<file path="src/rtl/pcrg_pkg.sv">
`timescale 1ns / 1ps
// pcrg_pkg: shared constants for the pinhole camera ray generator
// no dependencies

package pcrg_pkg;

  localparam int VFB      = 14;      // vector fraction bits
  localparam int PFB      = 16;      // plane fraction bits
  localparam int MAX_DIM  = 4096;
  localparam int DIM_W    = 13;
  localparam int CNT_W    = 12;
  localparam int PLANE_W  = 24;
  localparam int DIV_W    = 48;
  localparam int DIV_QW   = 29;
  localparam int ITER_W   = 5;
  localparam int MUL_W    = 33;
  localparam int PROD_W   = 2 * MUL_W;
  localparam int SQ_W     = 64;
  localparam int LEN_W    = 32;

  localparam logic [PLANE_W-1:0] PLANE_MAX = 24'h7FFFFF;

  localparam logic [2:0] REG_DIR_X  = 3'd0;
  localparam logic [2:0] REG_DIR_Y  = 3'd1;
  localparam logic [2:0] REG_DIR_Z  = 3'd2;
  localparam logic [2:0] REG_WIDTH  = 3'd3;
  localparam logic [2:0] REG_HEIGHT = 3'd4;

endpackage

</file>
<file path="src/rtl/pcrg_mul.sv">
`timescale 1ns / 1ps
// pcrg_mul: shared signed multiplier with registered product
// depends on pcrg_pkg

module pcrg_mul import pcrg_pkg::*; (
  input  logic                     clk,
  input  logic signed [MUL_W-1:0]  mul_a,
  input  logic signed [MUL_W-1:0]  mul_b,
  output logic signed [PROD_W-1:0] prod_r
);

  always_ff @(posedge clk) begin
    prod_r <= mul_a * mul_b;
  end

endmodule

</file>
<file path="config.mk">
export PLATFORM = sky130hd
export DESIGN_NAME = pcrg_mul
export DESIGN_NICKNAME = d
export VERILOG_FILES = /design/src/rtl/pcrg_pkg.sv /design/src/rtl/pcrg_mul.sv
export SDC_FILE = /design/constraint.sdc
export NUM_CORES = 2
export LEC_CHECK = 0
export BUFFER_PORTS_ARGS = -buffer_cell sky130_fd_sc_hd__buf_2
export CAP_MARGIN = 20
export CORE_ASPECT_RATIO = 1.2
export CORE_MARGIN = 2
export CORE_UTILIZATION = 30
export CTS_BUF_LIST = sky130_fd_sc_hd__clkbuf_8
export DETAILED_ROUTE_END_ITERATION = 10
export HOLD_SLACK_MARGIN = 0.02
export PLACE_DENSITY_LB_ADDON = 0.1
export REMOVE_ABC_BUFFERS = 1
export SLEW_MARGIN = 15
export SYNTH_ARGS = -nofsm -noshare
export SYNTH_HDL_FRONTEND = slang
export SYNTH_SLANG_ARGS = --single-unit
</file>
<file path="constraint.sdc">
create_clock -name clk -period 11.38 [get_ports clk]
set_input_delay 1.138 -clock clk [delete_from_list [all_inputs] [get_ports clk]]
set_output_delay 1.138 -clock clk [all_outputs]
set_load 0.03 [all_outputs]
</file>
==> results.md <==
- Status: finished clean
- Largest cells by area after synthesis: fa_1 (56%), inv_1 (10%), and2_1 (8.6%), ha_1 (6.7%), nand2_1 (5.1%)
- Cts bufs inserted: 9
- Yosys warns: 0
- DRC: 0
- Drt total wl: approximately 130 mm
- Top Registers: prod_r (66)
- Drt wl/cell: about 21 um
- Worst Hold Class: input pin to register
- Tot GR Track Use: 0.189
- Cts hold-fix bufs: 0
- EDFF count, synth: 0
- GPL Wtd Cong: 0.823
- Non-filler instance count after layout: just over 6000
- Fin crit period: 9.13 ns
- Worst slew pin tran: between 1 and 1.5 ns
- Placed wire-length estimate: 108 mm
- Top_reg_cell synth: dfxtp_1
- # rows: 148
- Worst Path Max Fanout: 33
- Yosys top cell area share: 0.563
- TNS Setup: 0 ns
- Die width: about 340 um
- CP top delay family: adder cells
- Global-route wire length before repair: 196 mm
- Clk sink count: 66
- Worst Path Arrival: between 9 and 10 ns
- WS Path Type: input pin to register
- Most flop-heavy register: prod_r
- Max incr delay on CP: ~1.2 ns
- Mapped Area: about 41000 um^2
- Area grow syn2layout: 6.05%
- Synth Area per Inst: 9.39 um^2
- CP endpoint kind: register
- H-Tree Depth: 3
- CTS max path bufs: 2
- Crit start category: input pin
- CP Buf/Inv Count: 6
- Max reg flops: 66
- Final setup viols: 0
- Cells after Synth: 4338
- Max-slew violations: 0
- Final Hold Viols: 0
- Post-synth ARST share: 0
- Grt total ovfl: 0
- Die height: about 410 um
- Port Buffers: approximately 130
- Cell variety after synth: 80
- CP Data Required Time: 11.73 ns
- Register area share after synthesis: 0.0324
- CTS tree: built
- Top-level I/O count: roughly 130
- Pre-Repair DR Iteration Count: 5
- DRT iter0 DRCs: roughly 1100
- # Max-Cap Violations: 0
- Area leader, netlist: fa_1
- Final Util: 0.320
- Antenna Violating Nets Remaining: 0
- Initial antenna violation count: 9
- CTS Root Cell: clkbuf_8
- Cell Chain, Critical Path: buf_2 -> nand2_1 -> inv_1 -> fa_1 -> fa_1 -> inv_1 -> fa_1 -> inv_1 -> fa_1 -> fa_1 -> fa_1 -> fa_1 -> inv_1 -> fa_1 -> inv_1 -> ha_1 -> and3_1 -> nand3_1 -> nand2b_1 -> a2111oi_4 -> a211oi_4 -> a21oi_2 -> nor4b_2 -> a311oi_1
- Post-cts resize count: 0
- Core area: approximately 140000 um^2
- Count leader, synth: fa_1
- Slew headroom: 0.281
- Worst path slowest cell: fa_1
- Starting Density: 0.301
- Via/cell ratio: roughly 4.5
- Full die area: between 100000 and 150000 um^2
- Highest achievable clock rate: 109 MHz
- Flops & latches, synth: 66
- Setup repair bufs after CTS: 0
- Layout cell share with drive strength beyond 1: 0.0485
- Largest net degree at the start of global routing: 34
- Vias: 27600
- Fin nets: around 5700
- Period utilization: 0.803
- Clock-pin slew on the worst setup and hold paths: around 0.090 ns
- Commonest cells post-synth: fa_1 (1145), inv_1 (1131), and2_1 (562)
- CP dominant cell by count: fa_1
- Vias in the first global route: between 30000 and 40000
- Placed Instances: 6072
- RSZ-0062 raised after global routing: false
metrics by stage:
stage                     cell area, um^2  worst slack, ns  hold slack (ns)
after floorplan                     39900             3.36             1.26
after CTS                           43200             2.22             1.25
after global placement              43000             1.78             1.57
after global routing                43200             1.84             1.29
after detailed placement            43000             1.76             1.58
final                               43200             2.25             1.29
cell families (layout without fill, tap and decap cells):
family          count (synthesis)  after routing  share of synthesized area
xor+xnor                       68             68                     0.0146
fa+ha+maj                    1362           1362                      0.629
buf+inv                      1352           1302                      0.125
compound gates                219            219                     0.0407
flops                          66             66                     0.0324
simple gates                 1271           1271                      0.158
other cells                     0              2                          0
placed cells by master (no fill, tap or decap), types with 4 or more instances in the layout:
master / synthesis / final
a211o_1: 6 / 6
a211oi_1: 7 / 7
a21o_1: 36 / 36
a21oi_1: 57 / 57
a31oi_1: 8 / 8
and2_1: 562 / 562
and3_1: 5 / 5
and4_1: 5 / 5
buf_2: 11 / 132
buf_4: 0 / 23
clkbuf_8: 0 / 10
dfxtp_1: 66 / 66
fa_1: 1145 / 1145
ha_1: 217 / 217
inv_1: 1131 / 1131
nand2_1: 551 / 551
nand2b_1: 12 / 12
nand3_1: 25 / 25
nand4_1: 11 / 11
nor2_1: 68 / 68
nor2b_1: 5 / 5
nor3_1: 7 / 7
o211ai_1: 4 / 4
o21a_1: 6 / 6
o21ai_0: 25 / 25
o21ai_1: 6 / 6
o21bai_1: 11 / 11
xnor2_1: 43 / 43
xor2_1: 25 / 25
layer usage:
layer / track usage / wire, um
met4: 0.0449 / 3200
met3: 0.0244 / 4350
met5: 0 / 0
met2: 0.355 / 68900
met1: 0.226 / 49800
final cells by class:
class / count / area (um^2)
Fill cell: 14400 / 92000
Multi-Input combinational cell: 2920 / 34300
Inverter: 1131 / 4250
Tap cell: 1800 / 2250
Sequential cell: 66 / 1320
Timing Repair Buffer: 155 / 833
Clock buffer: 10 / 138
Clock inverter: 6 / 88.8
Antenna cell: 2 / 5.00
path summary, 6_finish.rpt:
path / from / end / slack [ns] / cells after the start
worst max-delay path: mul_b[6] / prod_r[58] / 2.25 / 24
worst min-delay path: mul_b[0] / prod_r[0] / 1.29 / 2
Power is left out: the tool's default activity adds up to more than one toggle a clock period on the data nets, which glitch-free logic cannot reach.
