**src/rtl/pcrg_pkg.sv**
```systemverilog
`timescale 1ns / 1ps
// pcrg_pkg: shared constants for the pinhole camera ray generator
// no dependencies

package pcrg_pkg;

  localparam int VFB      = 14;      // vector fraction bits
  localparam int PFB      = 16;      // plane fraction bits
  localparam int MAX_DIM  = 4096;
  localparam int DIM_W    = 13;
  localparam int CNT_W    = 12;
  localparam int PLANE_W  = 24;
  localparam int DIV_W    = 48;
  localparam int DIV_QW   = 29;
  localparam int ITER_W   = 5;
  localparam int MUL_W    = 33;
  localparam int PROD_W   = 2 * MUL_W;
  localparam int SQ_W     = 64;
  localparam int LEN_W    = 32;

  localparam logic [PLANE_W-1:0] PLANE_MAX = 24'h7FFFFF;

  localparam logic [2:0] REG_DIR_X  = 3'd0;
  localparam logic [2:0] REG_DIR_Y  = 3'd1;
  localparam logic [2:0] REG_DIR_Z  = 3'd2;
  localparam logic [2:0] REG_WIDTH  = 3'd3;
  localparam logic [2:0] REG_HEIGHT = 3'd4;

endpackage

```
**src/rtl/pcrg_div.sv**
```systemverilog
`timescale 1ns / 1ps
// pcrg_div: restoring divider, one quotient bit per cycle, divisor given pre-shifted
// depends on pcrg_pkg

module pcrg_div import pcrg_pkg::*; (
  input  logic              clk,
  input  logic              rst_n,
  input  logic              start,
  input  logic [DIV_W-1:0]  num,
  input  logic [DIV_W-1:0]  den,
  input  logic [ITER_W-1:0] iters,
  output logic              done_r,
  output logic [DIV_QW-1:0] quo_r
);

  logic              busy_r;
  logic [ITER_W-1:0] cnt_r;
  logic [DIV_W-1:0]  rem_r, dsh_r;
  logic              ge;

  assign ge = rem_r >= dsh_r;

  always_ff @(posedge clk) begin
    if (!rst_n) begin
      busy_r <= 1'b0;
      done_r <= 1'b0;
      cnt_r  <= '0;
    end else begin
      done_r <= 1'b0;
      if (start) begin
        busy_r <= 1'b1;
        cnt_r  <= iters - ITER_W'(1);
      end else if (busy_r) begin
        if (cnt_r == '0) begin
          busy_r <= 1'b0;
          done_r <= 1'b1;
        end else begin
          cnt_r <= cnt_r - ITER_W'(1);
        end
      end
    end
  end

  always_ff @(posedge clk) begin
    if (start) begin
      rem_r <= num;
      dsh_r <= den;
      quo_r <= '0;
    end else if (busy_r) begin
      if (ge) begin
        rem_r <= rem_r - dsh_r;
      end
      quo_r <= {quo_r[DIV_QW-2:0], ge};
      dsh_r <= dsh_r >> 1;
    end
  end

endmodule

```
**config.mk**
```make
export PLATFORM = sky130hd
export DESIGN_NAME = pcrg_div
export DESIGN_NICKNAME = d
export VERILOG_FILES = /design/src/rtl/pcrg_pkg.sv /design/src/rtl/pcrg_div.sv
export SDC_FILE = /design/constraint.sdc
export NUM_CORES = 1
export LEC_CHECK = 0
export ABC_AREA = 1
export BUFFER_PORTS_ARGS = -buffer_cell sky130_fd_sc_hd__buf_2
export CORE_MARGIN = 5
export CORE_UTILIZATION = 63
export DETAILED_ROUTE_END_ITERATION = 7
export PLACE_DENSITY_LB_ADDON = 0.05
export RECOVER_POWER = 25
export SLEW_MARGIN = 30
export SYNTH_ARGS = -nofsm -noshare
export SYNTH_HDL_FRONTEND = slang
export SYNTH_SLANG_ARGS = --single-unit
```
**constraint.sdc**
```tcl
create_clock -name clk -period 8 [get_ports clk]
set_input_delay 1.6 -clock clk [delete_from_list [all_inputs] [get_ports clk]]
set_output_delay 1.6 -clock clk [all_outputs]
set_load 0.05 [all_outputs]
```
==> out/qor.csv <==
stage,metric,value,unit
pwr,peak supply drop,0.201,mV
yosys,unique cell type count in the Yosys netlist,38,
timing,Max-slew headroom,-0.577,
run,Max Cap Violations,1,
setup_path,crit start category,input pin,
floorplanning,Starting Density,0.643,
yosys,Ys Warns,0,
setup_path,Setup CP Type,in2reg,
layout,filler instances,1286,
floorplanning,die width,135,µm
global_routing,antenna violations before repair,0,
timing,clk_skew,0.0158,ns
setup_path,crit path launch,start,
timing,f_max,220,MHz
timing,setup ws final,3.46,ns
layout,"most common cell after layout, fill and taps aside",nand2_1,
cts,total CTS buffers,17,
worst_hold_path,Hold Crit Class,reg2reg,
worst_hold_path,Hold Path Origin,cnt_r[2]$_SDFFE_PN0P_,
global_routing,overall routing resource usage,0.302,
route,DRC viols,0,
floorplanning,Die Ht,135,µm
setup_path,CP max stage delay,1.64,ns
timing,Worst-Margin Slew,2.37,ns
cts,htree depth,4,
timing,fin. max-slew vios,60,
timing,post-layout min period,4.54,ns
cts,worst skew pair latency,0.44,ns
yosys,Post-Syn Area,0.00978,mm²
layout,layout cells sized above 1,0.124,
route,initial DRC count,718,
layout,# diodes,0,
route,Via Count,9414,
yosys,post-synthesis sequential area ratio,0.368,
yosys,Avg Synthesized Cell Area,6.54,µm²
cts,Root Driver,clkbuf_16,
layout,post-layout instance area,0.0111,mm²
layout,storage element area,0.00360,mm²
global_routing,number of global-route vias before repair,9178,
setup_path,WP data arrival,4.92,ns
layout,Layout Nets,1773,
route,WL/cell,14.8,µm
layout,area of the multi-input gates,0.00494,mm²
place,pre-CTS setup slack,4.41,ns
setup_path,"Largest delay share family, worst path",buffers and inverters,
cts,hold buffer count at CTS,0,
pwr,Leak Pwr,0.00605,µW
floorplanning,I/O Pins,134,
route,Final ANT Viol Nets,0,
global_routing,first-pass GRT wire length,43.8,mm
route,drt pass-1 iters,6,
yosys,synthesized net count,1649,
setup_path,Critical R2R Launch,rem_r[0]$_DFFE_PP_,
global_routing,largest net degree at the start of global routing,107,
route,Vias/cell,5.17,
place,Detail Placement HPWL,20.3,mm
timing,Final Hold Viols,0,
setup_path,most frequent CP cell,nor2_1,
setup_path,CP Cell Sequence,clkbuf_1 -> nor2_1 -> inv_4 -> nand2_1 -> inv_1 -> nor2_1 -> nor2_1 -> o21ai_0 -> inv_1,
layout,area delta synth->final,13.7,%
floorplanning,row count,45,
place,Final Wtd Congestion,1.01,
setup_path,Critical Path RT,8.39,ns
outcome,failing checks,"max-capacitance violations, max-slew violations",
outcome,status,finished with violations,
pwr,pwr dens,280,mW/mm²
cts,clock transition at the registers of the reported paths,0.06,ns
cts,Post-CTS Setup Bufs,0,
setup_path,CP Buf/Inv Count,4,
cts,CTS resizes,0,
cts,Sink Count,132,
place,Placed Area,0.0106,mm²
timing,Final period util,0.567,
timing,setup TNS,0,ns
layout,most frequent cells in the layout,"nand2_1, inv_1, nor2_1, buf_2, edfxtp_1",
global_routing,GR Overflow Total,0,
timing,final setup vio count,0,
yosys,number of synthesized register bits,132,
yosys,post-synthesis cell count,1495,
timing,RSZ-0062 raised after global routing,no,
place,PortBufs,133,
floorplanning,die area,0.0181,mm²
cts,Clock Tree Buf Depth,2,
cts,CTS tree,done,
setup_path,CP max FO,59,
route,final WL,26.9,mm
setup_path,CP endpoint kind,flop,
setup_path,CP max-delay cell,clkbuf_1,
floorplanning,area of the core,0.0152,mm²
-- tightest hold or removal path, cell delays in order, from the launching register on --
cell	delay, ns
dfxtp_1	0.32
nor2_1	0.09
nor2_1	0.05
-- path summary, 6_finish.rpt --
check                          endpoint  slack (ns)  depth (start not counted)
hold reg to reg   cnt_r[2]$_SDFFE_PN0P_        0.50                          2
setup / recovery  cnt_r[3]$_SDFFE_PN0P_        3.46                          9
hold / removal    cnt_r[2]$_SDFFE_PN0P_        0.50                          2
setup reg to reg    rem_r[24]$_DFFE_PP_        5.03                         14
-- routing by layer --
layer  vias to the layer above  global-route usage  wire length, µm
met2                       318               0.509            12700
met1                      4177               0.389            11800
met4                         0               0.111              748
li1                       4855                   -                -
met5                         -                   0                0
met3                        64              0.0589             1650
-- synthesized netlist by cell type --
cell type,instances,area (µm²)
a21o_1,1,7.51
a21oi_1,33,165
a21oi_2,1,8.76
a31o_2,1,8.76
a32o_1,1,10.0
and2_1,1,6.26
buf_1,9,33.8
buf_2,9,45.0
buf_4,1,7.51
clkbuf_1,12,45.0
dfxtp_1,36,721
edfxtp_1,96,2880
fa_1,1,20.0
ha_1,49,613
inv_1,291,1090
inv_2,5,18.8
mux2i_1,2,20.0
nand2_1,562,2110
nand2_2,9,56.3
nand3_1,67,335
nand3_2,6,60.1
nand3b_1,7,52.6
nand4_1,13,81.3
nor2_1,132,495
nor2_2,18,113
nor2_4,5,56.3
nor3_1,5,25.0
nor3_2,2,20.0
nor4_1,2,12.5
o211ai_1,1,7.51
o21ai_0,89,445
o21ai_1,4,20.0
o21bai_1,1,7.51
or2_0,1,6.26
or2_1,2,12.5
or2_2,6,37.5
xnor2_1,10,87.6
xor2_1,4,35.0
-- registers in the layout, indices dropped and copies added, names as in the netlist --
signal  count
rem_r      48
busy_r      1
quo_r      29
dsh_r      48
cnt_r       5
done_r      1
-- per-stage QoR --
stage	utilization	hold slack, ns	total power (µW)	instances
6_report	0.731	0.499	3120	1820
5_1_grt	0.731	0.508	3340	1820
4_1_cts	0.733	0.495	3100	1820
3_5_place_dp	0.696	0.484	2330	1788
3_3_place_gp	0.696	0.470	2290	1788
2_1_floorplan	-	0.456	1980	1495
-- cell families (layout without fill, tap and decap cells) --
kind of cell,after synthesis,after routing,share of synthesized area
AOI/OAI and AO/OA,132,132,0.0696
xor gates and xnor gates,14,14,0.0125
adders and majority gates,50,50,0.0647
buffers and inverters,327,464,0.127
DFF,132,132,0.368
muxes,2,2,0.00205
and+or+nand+nor,838,838,0.356
-- final cells by class --
cell class	count	area share
multi-input combinational	1036	0.445
sequential	132	0.324
inverter	296	0.100
timing repair buffer	136	0.0596
clock buffer	17	0.0383
tap	188	0.0212
clock inverter	15	0.0122
-- report_power, final --
part | total [µW] | switching [µW] | internal, µW | leakage, µW
clock network | 762 | 351 | 411 | 0.000285
registers | 932 | 47.3 | 885 | 0.00127
logic | 1420 | 976 | 448 | 0.00450
total | 3120 | 1370 | 1740 | 0.00605
Power figures use the tool's default switching activity.
