<file path="src/rtl/pcrg_pkg.sv">
`timescale 1ns / 1ps
// pcrg_pkg: shared constants for the pinhole camera ray generator
// no dependencies

package pcrg_pkg;

  localparam int VFB      = 14;      // vector fraction bits
  localparam int PFB      = 16;      // plane fraction bits
  localparam int MAX_DIM  = 4096;
  localparam int DIM_W    = 13;
  localparam int CNT_W    = 12;
  localparam int PLANE_W  = 24;
  localparam int DIV_W    = 48;
  localparam int DIV_QW   = 29;
  localparam int ITER_W   = 5;
  localparam int MUL_W    = 33;
  localparam int PROD_W   = 2 * MUL_W;
  localparam int SQ_W     = 64;
  localparam int LEN_W    = 32;

  localparam logic [PLANE_W-1:0] PLANE_MAX = 24'h7FFFFF;

  localparam logic [2:0] REG_DIR_X  = 3'd0;
  localparam logic [2:0] REG_DIR_Y  = 3'd1;
  localparam logic [2:0] REG_DIR_Z  = 3'd2;
  localparam logic [2:0] REG_WIDTH  = 3'd3;
  localparam logic [2:0] REG_HEIGHT = 3'd4;

endpackage

</file>
<file path="src/rtl/pcrg_isqrt.sv">
`timescale 1ns / 1ps
// pcrg_isqrt: floor square root of a 64-bit value, two bits per cycle
// depends on pcrg_pkg

module pcrg_isqrt import pcrg_pkg::*; (
  input  logic             clk,
  input  logic             rst_n,
  input  logic             start,
  input  logic [SQ_W-1:0]  radicand,
  output logic             done_r,
  output logic [LEN_W-1:0] root
);

  logic            busy_r;
  logic [4:0]      cnt_r;
  logic [SQ_W-1:0] n_r, r_r, bit_r;
  logic [SQ_W-1:0] trial;
  logic            ge;

  assign trial = r_r + bit_r;
  assign ge    = n_r >= trial;
  assign root  = r_r[LEN_W-1:0];

  always_ff @(posedge clk) begin
    if (!rst_n) begin
      busy_r <= 1'b0;
      done_r <= 1'b0;
      cnt_r  <= '0;
    end else begin
      done_r <= 1'b0;
      if (start) begin
        busy_r <= 1'b1;
        cnt_r  <= 5'd31;
      end else if (busy_r) begin
        if (cnt_r == 5'd0) begin
          busy_r <= 1'b0;
          done_r <= 1'b1;
        end else begin
          cnt_r <= cnt_r - 5'd1;
        end
      end
    end
  end

  always_ff @(posedge clk) begin
    if (start) begin
      n_r   <= radicand;
      r_r   <= '0;
      bit_r <= {2'b01, {(SQ_W-2){1'b0}}};
    end else if (busy_r) begin
      if (ge) begin
        n_r <= n_r - trial;
        r_r <= (r_r >> 1) + bit_r;
      end else begin
        r_r <= r_r >> 1;
      end
      bit_r <= bit_r >> 2;
    end
  end

endmodule

</file>
<file path="config.mk">
export PLATFORM = sky130hd
export DESIGN_NAME = pcrg_isqrt
export DESIGN_NICKNAME = d
export VERILOG_FILES = /design/src/rtl/pcrg_pkg.sv /design/src/rtl/pcrg_isqrt.sv
export SDC_FILE = /design/constraint.sdc
export NUM_CORES = 1
export LEC_CHECK = 0
export BUFFER_PORTS_ARGS = -buffer_cell sky130_fd_sc_hd__buf_2
export CORE_AREA = 2 2 214 216
export CTS_BUF_LIST = sky130_fd_sc_hd__clkbuf_16
export CTS_CLUSTER_DIAMETER = 40
export DETAILED_ROUTE_END_ITERATION = 10
export DIE_AREA = 0 0 216 218
export GPL_TIMING_DRIVEN = 0
export PLACE_DENSITY = 0.56
export SLEW_MARGIN = 20
export SYNTH_ARGS = -nofsm -noshare
export SYNTH_HDL_FRONTEND = slang
export SYNTH_SLANG_ARGS = --single-unit
</file>
<file path="constraint.sdc">
create_clock -name clk -period 6.3 [get_ports clk]
set_clock_uncertainty 0.2 [all_clocks]
set_input_delay 1.89 -clock clk [delete_from_list [all_inputs] [get_ports clk]]
set_output_delay 1.89 -clock clk [all_outputs]
set_load 0.005 [all_outputs]
</file>
==> run summary, run 1 <==
Static Leak: 6.88 nW
ANT nets after route: 0
WL per Instance: 20.8 um
Fraction of layout instances using a drive strength above 1: 13.8%
Synth area leaders: dfxtp_1 13%, edfxtp_1 12%, ha_1 11%
Die Ht: 218 um
Antenna cell count: 0
Synth cell count leaders: 241 x nand2_1, 184 x o21ai_0, 166 x nor2_1, 132 x ha_1, 128 x a21oi_1
Core Util, Final: 39.6%
Final Hold Viols: 0
Htree depth: 4
GR Util All Layers: 23.6%
Slew Limit Fails: 0
Pre-CTS setup slack: -1.58 ns
Worst hold slack: 0.325 ns
Most common cell in the netlist: nand2_1
Post-synth cell types: 87
Share of the synthesized area in the top cell type: 13.3%
CP bufs+invs: 2
Setup slack after layout: 0.208 ns
DRT iter0 DRCs: 1593
Worst path top cell family by delay: compound AO/OA/AOI/OAI gates
WP data required: 6.34 ns
Clk Latency, worst-skew pair: 0.47 ns
Slowest cell delay on critical path: 0.53 ns
Setup crit end kind: flop
Mapped Cells: 1968
Ys async rst share: 0%
CP cell instances: ha_1, a31oi_2, o21ai_0, a221o_1, a21bo_2, a21o_2, a31oi_4, buf_4, o21bai_1, xnor2_1, ha_1, clkbuf_2, nand4_1, nor2_1, and4_1, o2111ai_1, nor3b_2, o31ai_2, a41oi_1, nor3_1, o41ai_1
Final min period: 6.09 ns
# clock sinks: 167
HP Class: reg2reg
Die W: 216 um
Synthesized flop and latch total: 167
Vias in the first global route: 14900
DRC Markers: 0
Slowest-stage cell, CP: nor3b_2
# IOs: 100
Root Buffer: clkbuf_16
Critical Path AT: 6.13 ns
Vias/cell: 5.78
Num rows: 78
Slew HR: 24.8%
Top Layer Used: met4
Clock Tree Buf Depth: 2
Fin nets: 2297
Post-detail-place hpwl: 44100 um
Total Power: 7.00 mW
Metal3 WL: 3290 um
Pre-Repair DR Iteration Count: 7
Slew @ Worst Pin: 1.13 ns
Max cap viols: 0
Crit path max fanout: 8
Largest net degree at the start of global routing: 44
PortBufs: 99
Outcome: finished clean
Final Cycle Share: 96.7%
Core area: 0.0449 mm^2
Cell Area, Synth: 0.0155 mm^2
Sequential area share after synthesis: 25.7%
Number of CTS-inserted buffers: 17
First-pass GRT wire length: 85900 um
DR vias: 15700
Worst path depth: 21
Post-CTS Hold Fix Bufs: 0
Starting Density: 34.5%
M1 WL: 25600 um
FF-to-FF path depth: 21
Max IR drop VDD: 194 uV
Syn avg cell area: 7.87 um^2
Pwr/cell area: 394 mW/mm^2
Max Clk Rate: 164 MHz
Number of synthesized flops with an enable pin: 64
Crit-path most repeated cell: ha_1
Layout fillers: 4757
Synth Net Count: 2168
YS warnings: 0
# setup viols final: 0
Worst-path clk slew: 0.07 ns
Cells on Worst Hold Path: 2
Startpoint types: flop
Ys flop type: dfxtp_1
GPL Wtd Cong: 0.917
Met2 Wirelength: 26500 um
Critical path type: reg2reg
TritonCTS clock tree: built
GRT overflow: 0
Initial antenna violation count: 1
Full die area: 0.0471 mm^2
Total Wirelength: 56500 um
Synthesis-to-layout area growth: 14.7%
Largest area contributor in the netlist: dfxtp_1
report_power, final:
| part | switching [mW] | internal (mW) | leakage (nW) | total, mW |
|---|---|---|---|---|
| combinational | 2.67 | 1.57 | 5.10 | 4.24 |
| sequential | 0.195 | 1.46 | 1.49 | 1.66 |
| clock | 0.511 | 0.594 | 0.293 | 1.11 |
| total | 3.37 | 3.62 | 6.88 | 7.00 |
placed cells by master, fill, tap and decap left out, drive strengths merged, types with 17 or more instances in the layout:
cell type	count
o211ai	17
o21ai	195
dfxtp	103
xnor2	75
nand3	30
a31oi	63
a311oi	24
ha	132
nor2	167
o31ai	20
a21o	41
edfxtp	64
clkbuf	93
inv	52
and2	17
nand2	242
or3	20
a31o	18
a211oi	35
buf	171
a21oi	129
nand4	45
xor2	74
mux2i	38
o21bai	26
nor3	27
through the flow:
stage	area [um^2]	instances	TNS (ns)
CTS	17500	2704	0
global route	17800	2710	-0.228
finish	17800	2710	0
floorplan	15500	1968	0
detailed placement	16800	2668	-133.83
global placement	16700	2667	-178.16
cells by family (layout without fill, tap and decap cells):
logic type,count (synthesis),count (layout),synth area share [%]
compound gates,665,665,28.0
simple gates,628,629,18.7
buf+inv,182,323,5.49
flops,167,167,25.7
xor+xnor,149,149,8.43
fa+ha+maj,133,133,10.8
mux,44,44,2.89
what timing repair did:
item                                    in CTS  in global routing
pin swaps                                    3                  9
gates cloned                                 1                  1
endpoints found under the setup margin     132                110
gates resized for setup                     36                 37
setup buffers                                4                  6
layout make-up:
class,count,area [um^2],area share (%)
flip-flops and latches,167,3990,22.5
plain buffers,134,684,3.85
repair buffers,111,627,3.53
well taps,600,751,4.23
clock inverters,13,115,0.648
inverters,46,173,0.972
multi-input cells,1620,11000,61.6
clock buffers,19,475,2.68
sequential cells by signal, indices dropped and copies added, names as in the netlist:
register	count
cnt_r	5
busy_r	1
r_r	64
bit_r	32
n_r	64
done_r	1
worst reg2reg max path: stages, from the launching register on:
cell and delay, ns:
dfxtp_2 0.45, ha_1 0.33, a31oi_2 0.24, o21ai_0 0.13, a221o_1 0.34, a21bo_2 0.22, a21o_2 0.24, a31oi_4 0.33
buf_4 0.20, o21bai_1 0.09, xnor2_1 0.30, ha_1 0.29, clkbuf_2 0.16, nand4_1 0.24, nor2_1 0.09, and4_1 0.24
o2111ai_1 0.17, nor3b_2 0.53, o31ai_2 0.19, a41oi_1 0.34, nor3_1 0.10, o41ai_1 0.44
metal layers:
metal  up-vias  GRT usage, %
li1       7549             -
met3        65          3.05
met5         -             0
met1      7530          31.6
met4         0          6.03
met2       521          40.0
worst paths after layout:
path / start / endpoint / slack (ns)
min reg2reg: r_r[2]$_SDFFE_PP0P_ / r_r[2]$_SDFFE_PP0P_ / 0.33
min: r_r[2]$_SDFFE_PP0P_ / r_r[2]$_SDFFE_PP0P_ / 0.33
max reg2reg: r_r[20]$_SDFFE_PP0P_ / n_r[61]$_DFFE_PP_ / 0.21
max: r_r[20]$_SDFFE_PP0P_ / n_r[61]$_DFFE_PP_ / 0.21
(Power assumes the default switching activity.)
==> inputs of run 2 (changes only) <==
--- a/config.mk
+++ b/config.mk
@@ -8,10 +8,11 @@
 export BUFFER_PORTS_ARGS = -buffer_cell sky130_fd_sc_hd__buf_2
 export CORE_AREA = 2 2 214 216
 export CTS_BUF_LIST = sky130_fd_sc_hd__clkbuf_16
-export CTS_CLUSTER_DIAMETER = 40
+export CTS_CLUSTER_DIAMETER = 50
 export DETAILED_ROUTE_END_ITERATION = 10
 export DIE_AREA = 0 0 216 218
 export GPL_TIMING_DRIVEN = 0
+export MAX_ROUTING_LAYER = met4
 export PLACE_DENSITY = 0.56
 export SLEW_MARGIN = 20
 export SYNTH_ARGS = -nofsm -noshare
==> run summary, run 2 (synthesis gave the netlist of run 1 again) <==
Reg2reg start: bit_r[20]$_SDFFE_PP0P_ (was r_r[20]$_SDFFE_PP0P_)
Cell Area, Placed: 0.0168 mm^2 (unchanged)
Total Power: 6.94 mW (was 7.00 mW)
Clk Latency, worst-skew pair: 0.48 ns (was 0.47 ns)
GPL Wtd Cong: 0.917 (about the same)
Initial antenna violation count: 1 (unchanged)
Hold_sp: bit_r[62]$_SDFFE_PP1P_ (was r_r[2]$_SDFFE_PP0P_)
Sum of negative setup slack: 0 ns (unchanged)
Antenna cell count: 0 (unchanged)
Cells on Worst Hold Path: 2 (unchanged)
Synthesis-to-layout area growth: 14.3% (was 14.7%)
Slew @ Worst Pin: 1.04 ns (was 1.13 ns)
Final Hold Viols: 0 (unchanged)
Startpoint types: flop (unchanged)
Largest registers: n_r x64, r_r x64, bit_r x32 (unchanged)
Num rows: 78 (unchanged)
Slew Limit Fails: 0 (unchanged)
DR vias: 15700 (about the same)
Vias/cell: 5.79 (was 5.78)
Post-CTS Hold Fix Bufs: 0 (unchanged)
WHS Endpoint: bit_r[62]$_SDFFE_PP1P_ (was r_r[2]$_SDFFE_PP0P_)
Number of CTS-inserted buffers: 17 (unchanged)
Total Wirelength: 56700 um (was 56500 um)
Pwr/cell area: 392 mW/mm^2 (was 394 mW/mm^2)
WP data required: 6.28 ns (was 6.34 ns)
Core area: 0.0449 mm^2 (unchanged)
Slew HR: 29.7% (was 24.8%)
Critical Path AT: 5.99 ns (was 6.13 ns)
Worst hold slack: 0.314 ns (was 0.325 ns)
Clock Tree Buf Depth: 2 (unchanged)
Die W: 216 um (unchanged)
Slowest-stage cell, CP: dfxtp_1 (was nor3b_2)
GRT overflow: 0 (unchanged)
Most frequent cells in the layout: 239 x nand2_1, 178 x o21ai_0, 166 x nor2_1 (was 238 x nand2_1, 178 x o21ai_0, 166 x nor2_1)
HP Class: reg2reg (unchanged)
WL per Instance: 20.9 um (was 20.8 um)
Die Ht: 218 um (unchanged)
Starting Density: 34.5% (unchanged)
Htree depth: 4 (unchanged)
# setup viols final: 0 (unchanged)
TritonCTS clock tree: built (unchanged)
First-pass GRT wire length: 87600 um (was 85900 um)
# IOs: 100 (unchanged)
Full die area: 0.0471 mm^2 (unchanged)
Final Cycle Share: 95.4% (was 96.7%)
Setup crit end kind: flop (unchanged)
Worst path top cell family by delay: compound AO/OA/AOI/OAI gates (unchanged)
Static Leak: 6.87 nW (was 6.88 nW)
Final min period: 6.01 ns (was 6.09 ns)
Root Buffer: clkbuf_16 (unchanged)
Max IR drop VDD: 182 uV (was 194 uV)
DRT iter0 DRCs: 1274 (was 1593)
Post-route design area: 0.0177 mm^2 (was 0.0178 mm^2)
GR Util All Layers: 24.8% (was 23.6%)
Core Util, Final: 39.4% (was 39.6%)
Fraction of layout instances using a drive strength above 1: 13.6% (was 13.8%)
ANT nets after route: 0 (unchanged)
Fin nets: 2295 (was 2297)
Max cap viols: 0 (unchanged)
Slowest cell delay on critical path: 0.44 ns (was 0.53 ns)
Worst-path clk slew: 0.08 ns (was 0.07 ns)
Largest net degree at the start of global routing: 44 (unchanged)
Reg2Reg Capture Point: n_r[32]$_DFFE_PP_ (was n_r[61]$_DFFE_PP_)
Vias in the first global route: 15200 (was 14900)
# clock sinks: 167 (unchanged)
Outcome: finished clean (unchanged)
CP cell instances: ha_1, a31oi_2, o21ai_0, a221o_1, a21bo_2, a21o_1, a31oi_4, buf_4, o311ai_1, a41o_1, xnor2_1, ha_1, nand2_1, nor2_1, nand3_1, a2111oi_2, a211oi_2, a21oi_4, buf_4, nand2_2, nand2_8, clkbuf_16 (was ha_1, a31oi_2, o21ai_0, a221o_1, a21bo_2, a21o_2, a31oi_4, buf_4, o21bai_1, xnor2_1, ha_1, clkbuf_2, nand4_1, nor2_1, and4_1, o2111ai_1, nor3b_2, o31ai_2, a41oi_1, nor3_1, o41ai_1)
Critical path type: reg2reg (unchanged)
Max Clk Rate: 166 MHz (was 164 MHz)
FF-to-FF path depth: 22 (was 21)
R2R Setup Slk: 0.29 ns (was 0.21 ns)
Post-detail-place hpwl: 44300 um (was 44100 um)
PortBufs: 99 (unchanged)
Commonest non-fill, non-tap cell in the layout: nand2_1 (unchanged)
CP bufs+invs: 3 (was 2)
DRC Markers: 0 (unchanged)
Pre-Repair DR Iteration Count: 6 (was 7)
Layout fillers: 4741 (was 4757)
Crit path max fanout: 21 (was 8)
## run 2: layout make-up
cell class                      instances  area, um^2  share of cell area (%)
Clock buffer                           17         425                    2.40
Inverter                               46         173                   0.976
Sequential cell                       167        3990                    22.6
Multi-Input combinational cell       1620       10900                    61.5
Timing Repair Buffer                  110         619                    3.50
Tap cell                              600         751                    4.24
Clock inverter                         15         166                   0.940
Buffer                                133         679                    3.84
## run 2: per-stage QoR
stage | cells | worst slack [ns]
after detailed placement | 2668 | -1.60
after floorplan | 1968 | 0.491
after global placement | 2667 | -2.25
after global routing | 2708 | -0.0322
after CTS | 2704 | 0.00908
final | 2708 | 0.290
## run 2: what timing repair did
item,4_1_cts,5_1_grt
gates cloned,1,1
endpoints found under the hold margin,0,0
endpoints found under the setup margin,132,117
pin swaps,3,7
buffers inserted,4,5
resized for setup,33,33
## run 2: how the worst max path moves through the flow
stage | startpoint | end | slack [ns] | cells past startpoint
finish | bit_r[20]$_SDFFE_PP0P_ | n_r[32]$_DFFE_PP_ | 0.29 | 22
global route | bit_r[20]$_SDFFE_PP0P_ | r_r[16]$_SDFFE_PP0P_ | -0.03 | 23
CTS | r_r[19]$_SDFFE_PP0P_ | n_r[11]$_DFFE_PP_ | 0.009 | 22
detailed placement | r_r[2]$_SDFFE_PP0P_ | n_r[5]$_DFFE_PP_ | -1.60 | 22
global placement | r_r[2]$_SDFFE_PP0P_ | n_r[5]$_DFFE_PP_ | -2.25 | 21
floorplan | r_r[2]$_SDFFE_PP0P_ | n_r[0]$_DFFE_PP_ | 0.49 | 21
## run 2: per-layer routing
metal  wire length, um  share of wire (%)  vias up  GRT usage [%]
li1                  -                  -     7567              -
met1             25500                 45     7538           31.5
met2             26700                 47      488           40.5
met3              2880                5.1       79           3.17
met4              1600                2.8        0           8.49
met5                 0                  0        -              -
## run 2: power by group
part / total [mW] / switching (mW) / leakage, nW / internal, mW
Combinational: 4.15 / 2.62 / 5.09 / 1.53
Sequential: 1.66 / 0.198 / 1.49 / 1.46
Clock: 1.13 / 0.533 / 0.296 / 0.595
## run 2: tightest hold or removal path: cells and delay by family (launching register included)
family	cells	cell delay, ns
flip-flops	1	0.35
buffers and inverters	1	0.06
AO/OA/AOI/OAI	1	0.06
